==> src/rtl/core/polar_scan_to_cartesian_core_defines.svh <==
// ----------------------------------------------------------------------------
// polar_scan_to_cartesian_core_defines.svh
// Assertion macros shared by the core RTL. All checks use the clk/rst_n pair
// of the enclosing module and are compiled away when SYNTH is set.
// ----------------------------------------------------------------------------
`ifndef POLAR_SCAN_TO_CARTESIAN_CORE_DEFINES_SVH
`define POLAR_SCAN_TO_CARTESIAN_CORE_DEFINES_SVH

`ifndef SYNTH
// Property must hold at every clock edge outside reset
`define PSCC_ASSERT(lbl, prop, msg) \
  lbl: assert property (@(posedge clk) disable iff (!rst_n) (prop)) else $error(msg);
// Condition must never be seen outside reset
`define PSCC_ASSERT_NEVER(lbl, cond, msg) \
  lbl: assert property (@(posedge clk) disable iff (!rst_n) !(cond)) else $error(msg);
`else
`define PSCC_ASSERT(lbl, prop, msg)
`define PSCC_ASSERT_NEVER(lbl, cond, msg)
`endif

`endif

==> src/rtl/core/pscc_pkg.sv <==
// ----------------------------------------------------------------------------
// pscc_pkg
// Constants, types and the arctangent table of the polar-to-Cartesian core.
// ----------------------------------------------------------------------------
`default_nettype none

package pscc_pkg;

  // Block configuration
  localparam int CORDIC_STAGES = 16;
  localparam int RANGE_BITS    = 16;
  localparam int ANGLE_BITS    = 16;

  // Fixed-point formats
  localparam int FRAC_BITS   = 16;          // fraction bits of x/y in the chain
  localparam int GAIN_BITS   = 30;          // gain constant is Q30
  localparam logic [GAIN_BITS-1:0] GAIN_Q30 = GAIN_BITS'(652032874);
  localparam int PROD_W      = RANGE_BITS + GAIN_BITS;
  localparam int X0_W        = PROD_W - (GAIN_BITS - FRAC_BITS);
  localparam int XY_W        = X0_W + 2;    // headroom for CORDIC growth and sign
  localparam int Z_W         = 33;          // 2^32 per turn, signed
  localparam int RND_W       = XY_W - FRAC_BITS;
  localparam int OUT_W       = 17;
  localparam int CFG_W       = 16;
  localparam int IN_W        = 16;
  localparam int SAT_LIMIT   = 65535;

  // Arctangent table: atan(2^-i) in 2^32-per-turn units
  localparam int ATAN_DEPTH  = 24;
  localparam int STAGE_IDX_W = $clog2(ATAN_DEPTH);
  localparam logic [31:0] ATAN_LUT [0:ATAN_DEPTH-1] = '{
    32'd536870912, 32'd316933405, 32'd167458907, 32'd85004756,
    32'd42667331,  32'd21354465,  32'd10679838,  32'd5340245,
    32'd2670163,   32'd1335087,   32'd667544,    32'd333772,
    32'd166886,    32'd83443,     32'd41722,     32'd20861,
    32'd10430,     32'd5215,      32'd2608,      32'd1304,
    32'd652,       32'd326,       32'd163,       32'd81
  };

  // Configuration register indexes
  localparam logic CFG_ANGLE_START = 1'b0;
  localparam logic CFG_ANGLE_STEP  = 1'b1;

  // Quadrant codes (top two angle bits)
  localparam logic [1:0] QUAD_0 = 2'd0;
  localparam logic [1:0] QUAD_1 = 2'd1;
  localparam logic [1:0] QUAD_2 = 2'd2;
  localparam logic [1:0] QUAD_3 = 2'd3;

  // Control that travels alongside each item in the pipeline
  typedef struct packed {
    logic       valid;
    logic [1:0] quad;
    logic       last;
  } pscc_tag_t;

endpackage

`default_nettype wire

==> src/rtl/core/pscc_front.sv <==
// ----------------------------------------------------------------------------
// pscc_front
// Sample angle generation, gain pre-scaling of the range and config regs.
// ----------------------------------------------------------------------------
`default_nettype none

`include "polar_scan_to_cartesian_core_defines.svh"

module pscc_front
  import pscc_pkg::*;
(
  input  wire logic                    clk,
  input  wire logic                    rst_n,
  input  wire logic                    en,
  input  wire logic                    in_valid,
  input  wire logic [IN_W-1:0]         range_mm,
  input  wire logic                    last_of_scan,
  input  wire logic                    cfg_we,
  input  wire logic                    cfg_index,
  input  wire logic [CFG_W-1:0]        cfg_wdata,
  output pscc_tag_t                    tag_o,
  output logic signed [XY_W-1:0]       x_o,
  output logic signed [XY_W-1:0]       y_o,
  output logic signed [Z_W-1:0]        z_o
);

  logic [ANGLE_BITS-1:0] start_r;
  logic [ANGLE_BITS-1:0] step_r;
  logic [ANGLE_BITS-1:0] offset_r;
  logic [ANGLE_BITS-1:0] offset_nxt;
  logic [ANGLE_BITS-1:0] angle;
  logic                  accept;

  pscc_tag_t             tag1_r;
  logic [PROD_W-1:0]     prod_r;
  logic signed [Z_W-1:0] z1_r;

  pscc_tag_t             tag2_r;
  logic [X0_W-1:0]       x0_r;
  logic signed [Z_W-1:0] z2_r;

  assign accept = in_valid && en;
  assign angle  = start_r + offset_r;

  // Config registers
  always_ff @(posedge clk) begin
    if (!rst_n) begin
      start_r <= '0;
      step_r  <= '0;
    end else if (cfg_we) begin
      case (cfg_index)
        CFG_ANGLE_START: start_r <= cfg_wdata[ANGLE_BITS-1:0];
        CFG_ANGLE_STEP:  step_r  <= cfg_wdata[ANGLE_BITS-1:0];
        default: ;
      endcase
    end
  end

  // Running angle offset, back to zero after the last item of a scan
  assign offset_nxt = last_of_scan ? '0 : offset_r + step_r;

  always_ff @(posedge clk) begin
    if (!rst_n) begin
      offset_r <= '0;
    end else if (accept) begin
      offset_r <= offset_nxt;
    end
  end

  // Stage 1: range times gain, angle split into quadrant and residue
  always_ff @(posedge clk) begin
    if (!rst_n) begin
      tag1_r <= '0;
    end else if (en) begin
      tag1_r.valid <= in_valid;
      tag1_r.quad  <= angle[ANGLE_BITS-1 -: 2];
      tag1_r.last  <= last_of_scan;
    end
  end

  always_ff @(posedge clk) begin
    if (en) begin
      prod_r <= PROD_W'(range_mm[RANGE_BITS-1:0]) * PROD_W'(GAIN_Q30);
      z1_r   <= $signed(Z_W'({angle[ANGLE_BITS-3:0], {(32-ANGLE_BITS){1'b0}}}));
    end
  end

  // Stage 2: round product to Q16
  always_ff @(posedge clk) begin
    if (!rst_n) begin
      tag2_r <= '0;
    end else if (en) begin
      tag2_r <= tag1_r;
    end
  end

  always_ff @(posedge clk) begin
    if (en) begin
      x0_r <= X0_W'((prod_r + PROD_W'(1 << (GAIN_BITS - FRAC_BITS - 1)))
                    >> (GAIN_BITS - FRAC_BITS));
      z2_r <= z1_r;
    end
  end

  assign tag_o = tag2_r;
  assign x_o   = $signed({{(XY_W-X0_W){1'b0}}, x0_r});
  assign y_o   = '0;
  assign z_o   = z2_r;

  // Checks
  `PSCC_ASSERT(a_offset_clear, (accept && last_of_scan) |=> (offset_r == '0), "offset not cleared")
  `PSCC_ASSERT(a_offset_step, (accept && !last_of_scan) |=> (offset_r == ($past(offset_r) + $past(step_r))), "offset step wrong")

endmodule

`default_nettype wire

==> config.mk <==
export PLATFORM = sky130hd
export DESIGN_NAME = pscc_front
export DESIGN_NICKNAME = d
export VERILOG_FILES = /design/src/rtl/core/pscc_pkg.sv /design/src/rtl/core/pscc_front.sv
export VERILOG_INCLUDE_DIRS = /design/src /design/src/rtl/core
export SDC_FILE = /design/constraint.sdc
export NUM_CORES = 1
export LEC_CHECK = 0
export BUFFER_PORTS_ARGS = -buffer_cell sky130_fd_sc_hd__buf_2
export CORE_ASPECT_RATIO = 1.75
export CORE_MARGIN = 1.5
export CORE_UTILIZATION = 50
export CTS_BUF_LIST = sky130_fd_sc_hd__clkbuf_8 sky130_fd_sc_hd__clkbuf_16
export DETAILED_ROUTE_END_ITERATION = 6
export PLACE_DENSITY = 0.77
export SETUP_SLACK_MARGIN = 0.15
export SYNTH_ARGS = -nofsm -noshare
export SYNTH_HDL_FRONTEND = slang
export SYNTH_SLANG_ARGS = --single-unit
==> constraint.sdc <==
create_clock -name clk -period 6.3 [get_ports clk]
set_input_delay 0.315 -clock clk [delete_from_list [all_inputs] [get_ports clk]]
set_output_delay 0.315 -clock clk [all_outputs]
set_load 0.01 [all_outputs]
==> impl_results.md <==
* Unrepaired setup endpoints after global routing: false
* Reg area at about 3900 um^2
* Worst setup path startpoint: range_mm[5]
* HP Class: input port to register
* Initial Util at 0.507
* Vias at ~11000
* Final Slew Violations at 0
* Remaining Overflow, GRT at 0
* GPL Wtd Cong at ~0.99
* Core ar. at 30000 um^2
* Hold Startpoint: cfg_wdata[11]
* First-pass GRT wire length at 58800 um
* Initial antenna violation count at 0
* Synth cell count leaders: inv_1, ha_1, fa_1
* Multi-input logic area at 9860 um^2
* Synth top area share at 0.230
* TNS Setup at 0 ps
* H-tree Lvls at 4
* Asr flop ratio synth at 0
* Reg2reg start: offset_r[1]
* IO Pins at roughly 140
* Critical Path Start Type: input port
* Die width at 135 um
* Die extent in y at 233 um
* Routed WL at 38600 um
* Yosys top cell by area: fa_1
* WL/cell at ~19 um
* Largest net degree at the start of global routing at 72
* Minimum clock period at ~5800 ps
* Max cap viols at 0
* Slew HR at 0.374
* Die area at ~31000 um^2
* Final worst-path cycle share at 0.920
* ANT cells at 0
* Fraction of layout instances using a drive strength above 1 at 0.114
* Syn avg cell area at a little over 10 um^2
* Drt pass-1 iters at 5
* DP Cell Count at between 2000 and 2500
* CP Max Fanout at 8
* Drt initial violations at 472
* Setup bufs post-CTS at 0
* Synth Flop Type: edfxtp_1
* Crit path kind: input port to register
* Longest Clk Path Bufs at 2
* Unique masters post-synth at 71
* Syn. warnings at 0
* Total GRT Usage at 0.253
* Worst setup margin at approximately 500 ps
* Worst EP arrival at 5970 ps
* Crit path required time at roughly 6500 ps
* Syn Inst Count at about 1500
* Clk_lat worst skew at 430 ps
* # fillers at 2666
* Post-DRT Antenna Nets at 0
* Post_cts resized at 0
* CTS clk-pin slew, worst paths at around 60 ps
* Clk sinks at ~150
* CTS buffer count at 17
* Final hold violation count at 0
* FMAX at 173 MHz
* Non-Filler Instances at 2041
* Count of flip-flops with a built-in enable after synthesis at between 90 and 100
* Setup Slack @ Placement at 37.8 ps
* Row Count at between 80 and 90
* Setup violators final at 0
* Via density per instance at 5.27
* DRC viols at 0
* Post-DP HPWL at ~33000 um
* Seq/Total Area, Yosys at 0.258
* Yosys reg bits at roughly 150
* Synth Cell Area at approximately 15000 um^2
* Most frequent cell after synthesis: inv_1
* Root buf cell: clkbuf_16
* CTS tree: yes
* Vias in the first global route at ~11000
* Clock Skew at roughly 7.1 ps
* Worst-margin pin slew at 936 ps
* Nets at about 2000
* # hold bufs at CTS at 0
* Area Overhead vs Synth at 11.0%
* CP Capture Type: register
* Number of I/O port buffers at between 80 and 90
* Top cells by area, synth: fa_1, edfxtp_1, ha_1
* Status: completed
==> final cells by class <==
type | count | area share
Clock buffer | 17 | 0.0252
Clock inverter | 15 | 0.0116
Inverter | 292 | 0.0651
Multi-Input combinational cell | 1035 | 0.585
Sequential cell | 149 | 0.232
Tap cell | 387 | 0.0287
Timing Repair Buffer | 146 | 0.0521
==> layout by cell type (no fill, tap or decap), types with 59 or more instances in the layout <==
cell / netlist / final
nor2_1: 63 / 63
buf_2: 2 / 87
nand2_1: 101 / 101
a21oi_1: 90 / 90
fa_1: 174 / 174
inv_1: 292 / 296
edfxtp_1: 93 / 93
buf_4: 55 / 59
ha_1: 189 / 189
xnor2_1: 62 / 62
==> worst max-delay path: stages <==
cell and delay, ps:
buf_2 240, inv_1 70, ha_1 330, inv_1 170, fa_1 560, inv_1 50, fa_1 470, inv_1 50
fa_1 480, inv_1 60, fa_1 500, fa_1 540, inv_1 40, ha_1 330, inv_1 130, o31ai_1 120
or3_1 390, o211ai_2 320, a31oi_4 180, o31ai_4 330, o21ai_1 130, xor2_1 160
==> state kept, by name, indices dropped and copies added, names as in the netlist <==
| signal | cells |
|---|---|
| prod_r | 33 |
| x0_r | 32 |
| offset_r | 16 |
| start_r | 16 |
| step_r | 16 |
| z1_r | 14 |
| z_o | 14 |
| tag1_r | 4 |
| tag_o | 4 |
==> path summary, 6_finish.rpt <==
check / endpoint / slack [ps] / depth (start not counted)
min: start_r[11] / 130 / 3
max: prod_r[44] / 500 / 22
min reg2reg: z_o[17] / 410 / 0
max reg2reg: tag1_r[2] / 3070 / 9
==> kinds of logic after synthesis <==
family | synth area share
AO/OA/AOI/OAI | 0.101
XOR/XNOR | 0.0519
adder cells (fa/ha/maj) | 0.385
buffers and inverters | 0.106
flip-flops | 0.258
multiplexers | 0.00726
other | 0.000247
AND/OR/NAND/NOR | 0.0905
==> metal layers <==
layer	global-route usage	part of all wire	wire length [um]
met1	0.234	0.33	12800
met2	0.510	0.57	22100
met3	0.0273	0.028	1070
met4	0.160	0.067	2570
met5	0	0	0
==> metrics by stage <==
step           instance area, um^2  hold slack, ps   util
3_5_place_dp                 16200             405  0.542
2_1_floorplan                15400             400      -
4_1_cts                      16800             120  0.562
3_3_place_gp                 16200             401  0.542
6_report                     16800             135  0.562
5_1_grt                      16800             135  0.562
Power is left out: the tool's default activity adds up to more than one toggle a clock period on the data nets, which glitch-free logic cannot reach.
