<file path="src/rtl/core/polar_scan_to_cartesian_core_defines.svh">
// ----------------------------------------------------------------------------
// polar_scan_to_cartesian_core_defines.svh
// Assertion macros shared by the core RTL. All checks use the clk/rst_n pair
// of the enclosing module and are compiled away when SYNTH is set.
// ----------------------------------------------------------------------------
`ifndef POLAR_SCAN_TO_CARTESIAN_CORE_DEFINES_SVH
`define POLAR_SCAN_TO_CARTESIAN_CORE_DEFINES_SVH

`ifndef SYNTH
// Property must hold at every clock edge outside reset
`define PSCC_ASSERT(lbl, prop, msg) \
  lbl: assert property (@(posedge clk) disable iff (!rst_n) (prop)) else $error(msg);
// Condition must never be seen outside reset
`define PSCC_ASSERT_NEVER(lbl, cond, msg) \
  lbl: assert property (@(posedge clk) disable iff (!rst_n) !(cond)) else $error(msg);
`else
`define PSCC_ASSERT(lbl, prop, msg)
`define PSCC_ASSERT_NEVER(lbl, cond, msg)
`endif

`endif

</file>
<file path="src/rtl/core/pscc_pkg.sv">
// ----------------------------------------------------------------------------
// pscc_pkg
// Constants, types and the arctangent table of the polar-to-Cartesian core.
// ----------------------------------------------------------------------------
`default_nettype none

package pscc_pkg;

  // Block configuration
  localparam int CORDIC_STAGES = 16;
  localparam int RANGE_BITS    = 16;
  localparam int ANGLE_BITS    = 16;

  // Fixed-point formats
  localparam int FRAC_BITS   = 16;          // fraction bits of x/y in the chain
  localparam int GAIN_BITS   = 30;          // gain constant is Q30
  localparam logic [GAIN_BITS-1:0] GAIN_Q30 = GAIN_BITS'(652032874);
  localparam int PROD_W      = RANGE_BITS + GAIN_BITS;
  localparam int X0_W        = PROD_W - (GAIN_BITS - FRAC_BITS);
  localparam int XY_W        = X0_W + 2;    // headroom for CORDIC growth and sign
  localparam int Z_W         = 33;          // 2^32 per turn, signed
  localparam int RND_W       = XY_W - FRAC_BITS;
  localparam int OUT_W       = 17;
  localparam int CFG_W       = 16;
  localparam int IN_W        = 16;
  localparam int SAT_LIMIT   = 65535;

  // Arctangent table: atan(2^-i) in 2^32-per-turn units
  localparam int ATAN_DEPTH  = 24;
  localparam int STAGE_IDX_W = $clog2(ATAN_DEPTH);
  localparam logic [31:0] ATAN_LUT [0:ATAN_DEPTH-1] = '{
    32'd536870912, 32'd316933405, 32'd167458907, 32'd85004756,
    32'd42667331,  32'd21354465,  32'd10679838,  32'd5340245,
    32'd2670163,   32'd1335087,   32'd667544,    32'd333772,
    32'd166886,    32'd83443,     32'd41722,     32'd20861,
    32'd10430,     32'd5215,      32'd2608,      32'd1304,
    32'd652,       32'd326,       32'd163,       32'd81
  };

  // Configuration register indexes
  localparam logic CFG_ANGLE_START = 1'b0;
  localparam logic CFG_ANGLE_STEP  = 1'b1;

  // Quadrant codes (top two angle bits)
  localparam logic [1:0] QUAD_0 = 2'd0;
  localparam logic [1:0] QUAD_1 = 2'd1;
  localparam logic [1:0] QUAD_2 = 2'd2;
  localparam logic [1:0] QUAD_3 = 2'd3;

  // Control that travels alongside each item in the pipeline
  typedef struct packed {
    logic       valid;
    logic [1:0] quad;
    logic       last;
  } pscc_tag_t;

endpackage

`default_nettype wire

</file>
<file path="src/rtl/core/pscc_out.sv">
// ----------------------------------------------------------------------------
// pscc_out
// Quadrant fold, rounding to mm with saturation, output register and skid.
// ----------------------------------------------------------------------------
`default_nettype none

`include "polar_scan_to_cartesian_core_defines.svh"

module pscc_out
  import pscc_pkg::*;
(
  input  wire logic                    clk,
  input  wire logic                    rst_n,
  output logic                         en,
  input  pscc_tag_t                    tag_i,
  input  wire logic signed [XY_W-1:0]  c_i,
  input  wire logic signed [XY_W-1:0]  s_i,
  output logic                         out_valid,
  input  wire logic                    out_ready,
  output logic signed [OUT_W-1:0]      x_mm,
  output logic signed [OUT_W-1:0]      y_mm,
  output logic                         scan_end
);

  localparam logic signed [RND_W-1:0] SAT_HI = RND_W'(SAT_LIMIT);
  localparam logic signed [RND_W-1:0] SAT_LO = -SAT_HI;

  pscc_tag_t              sw_tag_r;
  logic signed [XY_W-1:0] sw_x_r, sw_y_r;
  logic signed [XY_W-1:0] fx, fy;

  logic signed [RND_W-1:0] rx, ry;
  logic signed [OUT_W-1:0] mx, my;

  logic                    out_valid_r, skid_valid_r;
  logic signed [OUT_W-1:0] out_x_r, out_y_r, skid_x_r, skid_y_r;
  logic                    out_last_r, skid_last_r;
  logic                    out_free;

  // Pipeline moves whenever the skid slot is empty
  assign en       = !skid_valid_r;
  assign out_free = !out_valid_r || out_ready;

  // Fold the quadrant back with exact swaps and negations
  always_comb begin
    case (tag_i.quad)
      QUAD_0:  begin fx = c_i;  fy = s_i;  end
      QUAD_1:  begin fx = -s_i; fy = c_i;  end
      QUAD_2:  begin fx = -c_i; fy = -s_i; end
      QUAD_3:  begin fx = s_i;  fy = -c_i; end
      default: begin fx = c_i;  fy = s_i;  end
    endcase
  end

  always_ff @(posedge clk) begin
    if (!rst_n) begin
      sw_tag_r <= '0;
    end else if (en) begin
      sw_tag_r <= tag_i;
    end
  end

  always_ff @(posedge clk) begin
    if (en) begin
      sw_x_r <= fx;
      sw_y_r <= fy;
    end
  end

  // Round half up to whole mm, then clamp
  assign rx = RND_W'((sw_x_r + XY_W'(1 << (FRAC_BITS - 1))) >>> FRAC_BITS);
  assign ry = RND_W'((sw_y_r + XY_W'(1 << (FRAC_BITS - 1))) >>> FRAC_BITS);

  always_comb begin
    if (rx > SAT_HI)      mx = OUT_W'(SAT_HI);
    else if (rx < SAT_LO) mx = OUT_W'(SAT_LO);
    else                  mx = rx[OUT_W-1:0];
    if (ry > SAT_HI)      my = OUT_W'(SAT_HI);
    else if (ry < SAT_LO) my = OUT_W'(SAT_LO);
    else                  my = ry[OUT_W-1:0];
  end

  // Output register with one-entry skid
  always_ff @(posedge clk) begin
    if (!rst_n) begin
      out_valid_r  <= 1'b0;
      skid_valid_r <= 1'b0;
    end else if (skid_valid_r) begin
      if (out_ready) begin
        skid_valid_r <= 1'b0;
      end
    end else if (sw_tag_r.valid) begin
      if (out_free) begin
        out_valid_r <= 1'b1;
      end else begin
        skid_valid_r <= 1'b1;
      end
    end else if (out_ready) begin
      out_valid_r <= 1'b0;
    end
  end

  always_ff @(posedge clk) begin
    if (skid_valid_r) begin
      if (out_ready) begin
        out_x_r    <= skid_x_r;
        out_y_r    <= skid_y_r;
        out_last_r <= skid_last_r;
      end
    end else if (sw_tag_r.valid) begin
      if (out_free) begin
        out_x_r    <= mx;
        out_y_r    <= my;
        out_last_r <= sw_tag_r.last;
      end else begin
        skid_x_r    <= mx;
        skid_y_r    <= my;
        skid_last_r <= sw_tag_r.last;
      end
    end
  end

  assign out_valid = out_valid_r;
  assign x_mm      = out_x_r;
  assign y_mm      = out_y_r;
  assign scan_end  = out_last_r;

  // Checks
  `PSCC_ASSERT_NEVER(a_skid_alone, skid_valid_r && !out_valid_r, "skid holds item with empty output")
  `PSCC_ASSERT(a_skid_fill, (sw_tag_r.valid && en && out_valid_r && !out_ready) |=> skid_valid_r, "stalled item dropped")
  `PSCC_ASSERT(a_skid_hold, (skid_valid_r && !out_ready) |=> (skid_valid_r && $stable(skid_x_r) && $stable(skid_y_r)), "skid item lost")

endmodule

`default_nettype wire

</file>
<file path="config.mk">
export PLATFORM = sky130hd
export DESIGN_NAME = pscc_out
export DESIGN_NICKNAME = d
export VERILOG_FILES = /design/src/rtl/core/pscc_pkg.sv /design/src/rtl/core/pscc_out.sv
export VERILOG_INCLUDE_DIRS = /design/src /design/src/rtl/core
export SDC_FILE = /design/constraint.sdc
export NUM_CORES = 1
export LEC_CHECK = 0
export BUFFER_PORTS_ARGS = -buffer_cell sky130_fd_sc_hd__buf_4
export CORE_ASPECT_RATIO = 1.2
export CORE_UTILIZATION = 50
export CTS_BUF_LIST = sky130_fd_sc_hd__clkbuf_8
export CTS_CLUSTER_DIAMETER = 200
export DETAILED_ROUTE_END_ITERATION = 7
export PLACE_DENSITY = 0.71
export REMOVE_ABC_BUFFERS = 1
export SYNTH_ARGS = -nofsm -noshare
export SYNTH_HDL_FRONTEND = slang
export SYNTH_SLANG_ARGS = --single-unit
</file>
<file path="constraint.sdc">
create_clock -name clk -period 5.39 [get_ports clk]
set_clock_uncertainty 0.2 [all_clocks]
set_input_delay 1.617 -clock clk [delete_from_list [all_inputs] [get_ports clk]]
set_output_delay 1.617 -clock clk [all_outputs]
set_load 0.005 [all_outputs]
</file>
==> results.ini <==
[outcome]
status=completed

[placement]
place.gp.congestion=0.916
place_ws_ns=0.922
io_buffer_count=111
placed_cells=1008
dp_hpwl_mm=12.8

[worst_setup_path]
cp_max_fo=13
crit_type=in2reg
cp.arrival_ns=3.98
critPathRequiredTime_ns=5.29
endpoint_kind=flop
start_kind=input pin

[detailed_routing]
routed_wl_mm=17.1
drtIter0Drc=482
drcViolationCount=0
wl_per_cell_um=16.7
drt_pre_antenna_iters=7
ant_nets=0
num_vias=6224
via_per_inst=6.08

[logic_synthesis]
synth_seq_area_share_pct=44.3
ys_seq_elements=112
syn_area_um2=7510
async_reset_ff_share_pct=0
synth_ff_type=edfxtp_1
yosysWarnings=0
synthCells=747
synth_edf_count=108
avgSynthCellArea_um2=10.0
ys_types=81

[clocking]
cts_tree=built
post_cts_buffers=0
ctsHoldBuffers=0
post_cts_resized=0
clk_latency_ns=0.38
cts_max_level=3
cts.sinks=112
clockBufferDepth=2
ctsRootBufferMaster=clkbuf_8
cts_buffers=9
clk_pin_slew_ns=0.10

[final_layout]
nNetsFinal=896
regArea_um2=3320
area_delta_synth_final_pct=14.5
antenna_cells=0
stdcell_count=1024
fillers=1270
drive_above_1_share_pct=22.9
multi_input_area_um2=3880
utilization_pct=59.1

[timing]
max_freq_ghz=0.245
layout_setup_ws_ns=1.31
finalHoldViolations=0
rsz0062_at_grt=no
period_minus_slack_ns=4.08
finalSetupViolCount=0
worst-slew-pin-transition_ns=1.21
slew_headroom_pct=19.2
final_max_slew_viol_count=0
finalCritPeriodShare_pct=75.6

[global_route]
antenna_found_initial=0
first_global_vias=5732
grt_overflow=0
grt_pass1_wl_mm=28.2
grt_use_total_pct=22.9
grt_max_degree=67

[floorplan]
die-area_um2=15500
die_height_um=136
core_um2=14500
start_util_pct=51.6
rows=48
io_pins=112
die_w_um=114

[pwr]
power_mw=2.07
ir_worst_vdd_uv=98.5
p_per_area_nw_per_um2=241
power.leakage_nw=2.94

[run]
maxCapViolations=0

[min_path]
hold_class=reg2reg

[per-layer routing]
layer | routed length [µm] | up-vias | global-route usage [%] | share of wire, %
li1 | - | 3047 | - | -
met1 | 7350 | 2928 | 29.6 | 43
met2 | 8610 | 226 | 39.5 | 50
met3 | 816 | 23 | 2.94 | 4.8
met4 | 359 | 0 | 7.94 | 2.1
met5 | 0 | - | 0 | 0
[flip-flops by register name, indices dropped and copies added, names as in the netlist]
signal and cells:
sw_tag_r 2, scan_end 1, skid_last_r 1, skid_y_r 17
skid_x_r 17, sw_y_r 19, y_mm 17, skid_valid_r 1
out_valid 1, x_mm 17, sw_x_r 19
[cell type report]
class / instances / area share [%]
timing repair buffer: 119 / 10.4
multi-input combinational: 558 / 45.1
inverter: 19 / 0.830
clock buffer: 9 / 1.44
sequential: 112 / 38.7
clock inverter: 7 / 0.626
tap: 200 / 2.91
[worst paths after layout]
check        cells past startpoint        start  slack, ns            to
max                              7      s_i[10]       1.31    sw_y_r[29]
min                              0  sw_tag_r[0]       0.28   skid_last_r
max reg2reg                      7   sw_x_r[16]       1.87  skid_x_r[11]
min reg2reg                      0  sw_tag_r[0]       0.28   skid_last_r
[cell families after synthesis]
logic type | after synthesis | synth area share [%]
buffers and inverters | 77 | 4.25
DFF | 112 | 44.3
muxes | 35 | 4.92
xor gates and xnor gates | 63 | 7.35
and+or+nand+nor | 256 | 18.9
adders and majority gates | 3 | 0.483
AOI/OAI and AO/OA | 201 | 19.9
[through the flow]
stage                     hold slack [ns]  setup TNS (ns)  cell area, µm²
after detailed placement            0.264               0            8420
after CTS                           0.288               0            8590
after global routing                0.310               0            8590
final                               0.275               0            8590
after floorplan                     0.226          -0.614            7260
after global placement              0.242               0            8420
[power breakdown]
| group | switching, mW | leakage, nW | internal, mW |
|---|---|---|---|
| Clock | 0.286 | 0.0896 | 0.173 |
| Sequential | 0.0708 | 1.07 | 1.05 |
| Combinational | 0.263 | 1.79 | 0.230 |
| Total | 0.620 | 2.94 | 1.45 |
[worst max-delay path: stages]
cell and delay (ns):
buf_4 0.11, nor4_1 0.31, nand4_1 0.34, or3_1 0.66, or4_1 0.57, a211oi_1 0.28, a211oi_1 0.08
[synthesized netlist by cell type (5+ instances only)]
| master | count | area (µm²) |
|---|---|---|
| a211oi_1 | 8 | 60.1 |
| a21oi_1 | 43 | 215 |
| a221oi_1 | 11 | 96.3 |
| a31oi_1 | 7 | 43.8 |
| and2_1 | 6 | 37.5 |
| and3_1 | 5 | 31.3 |
| and4_1 | 5 | 43.8 |
| buf_2 | 8 | 40.0 |
| clkbuf_1 | 42 | 158 |
| edfxtp_1 | 108 | 3240 |
| inv_1 | 17 | 63.8 |
| mux2_2 | 15 | 169 |
| mux2i_1 | 20 | 200 |
| nand2_1 | 48 | 180 |
| nand2b_1 | 8 | 50.1 |
| nand3_1 | 23 | 115 |
| nand4_1 | 10 | 62.6 |
| nor2_1 | 39 | 146 |
| nor2b_1 | 5 | 31.3 |
| nor3_1 | 37 | 185 |
| nor4_1 | 17 | 106 |
| o21a_1 | 6 | 45.0 |
| o21ai_0 | 22 | 110 |
| o21ai_2 | 7 | 61.3 |
| o311ai_0 | 13 | 114 |
| o31ai_1 | 26 | 195 |
| o41ai_1 | 9 | 78.8 |
| or2_2 | 9 | 56.3 |
| or3_1 | 15 | 93.8 |
| or4_1 | 9 | 67.6 |
| xnor2_1 | 40 | 350 |
| xor2_1 | 23 | 201 |
[layout by cell type, fill, tap and decap left out, drive strengths merged, types with 11 or more instances in the layout]
| cell | n |
|---|---|
| nor4 | 18 |
| nand4 | 13 |
| o311ai | 13 |
| mux2i | 20 |
| a221oi | 11 |
| or3 | 16 |
| o31ai | 28 |
| nor3 | 38 |
| or4 | 11 |
| nor2 | 39 |
| edfxtp | 108 |
| o21ai | 33 |
| xor2 | 23 |
| mux2 | 15 |
| inv | 20 |
| nand2 | 48 |
| xnor2 | 40 |
| a21oi | 43 |
| buf | 119 |
| nand3 | 23 |
Power figures use the tool's default switching activity.
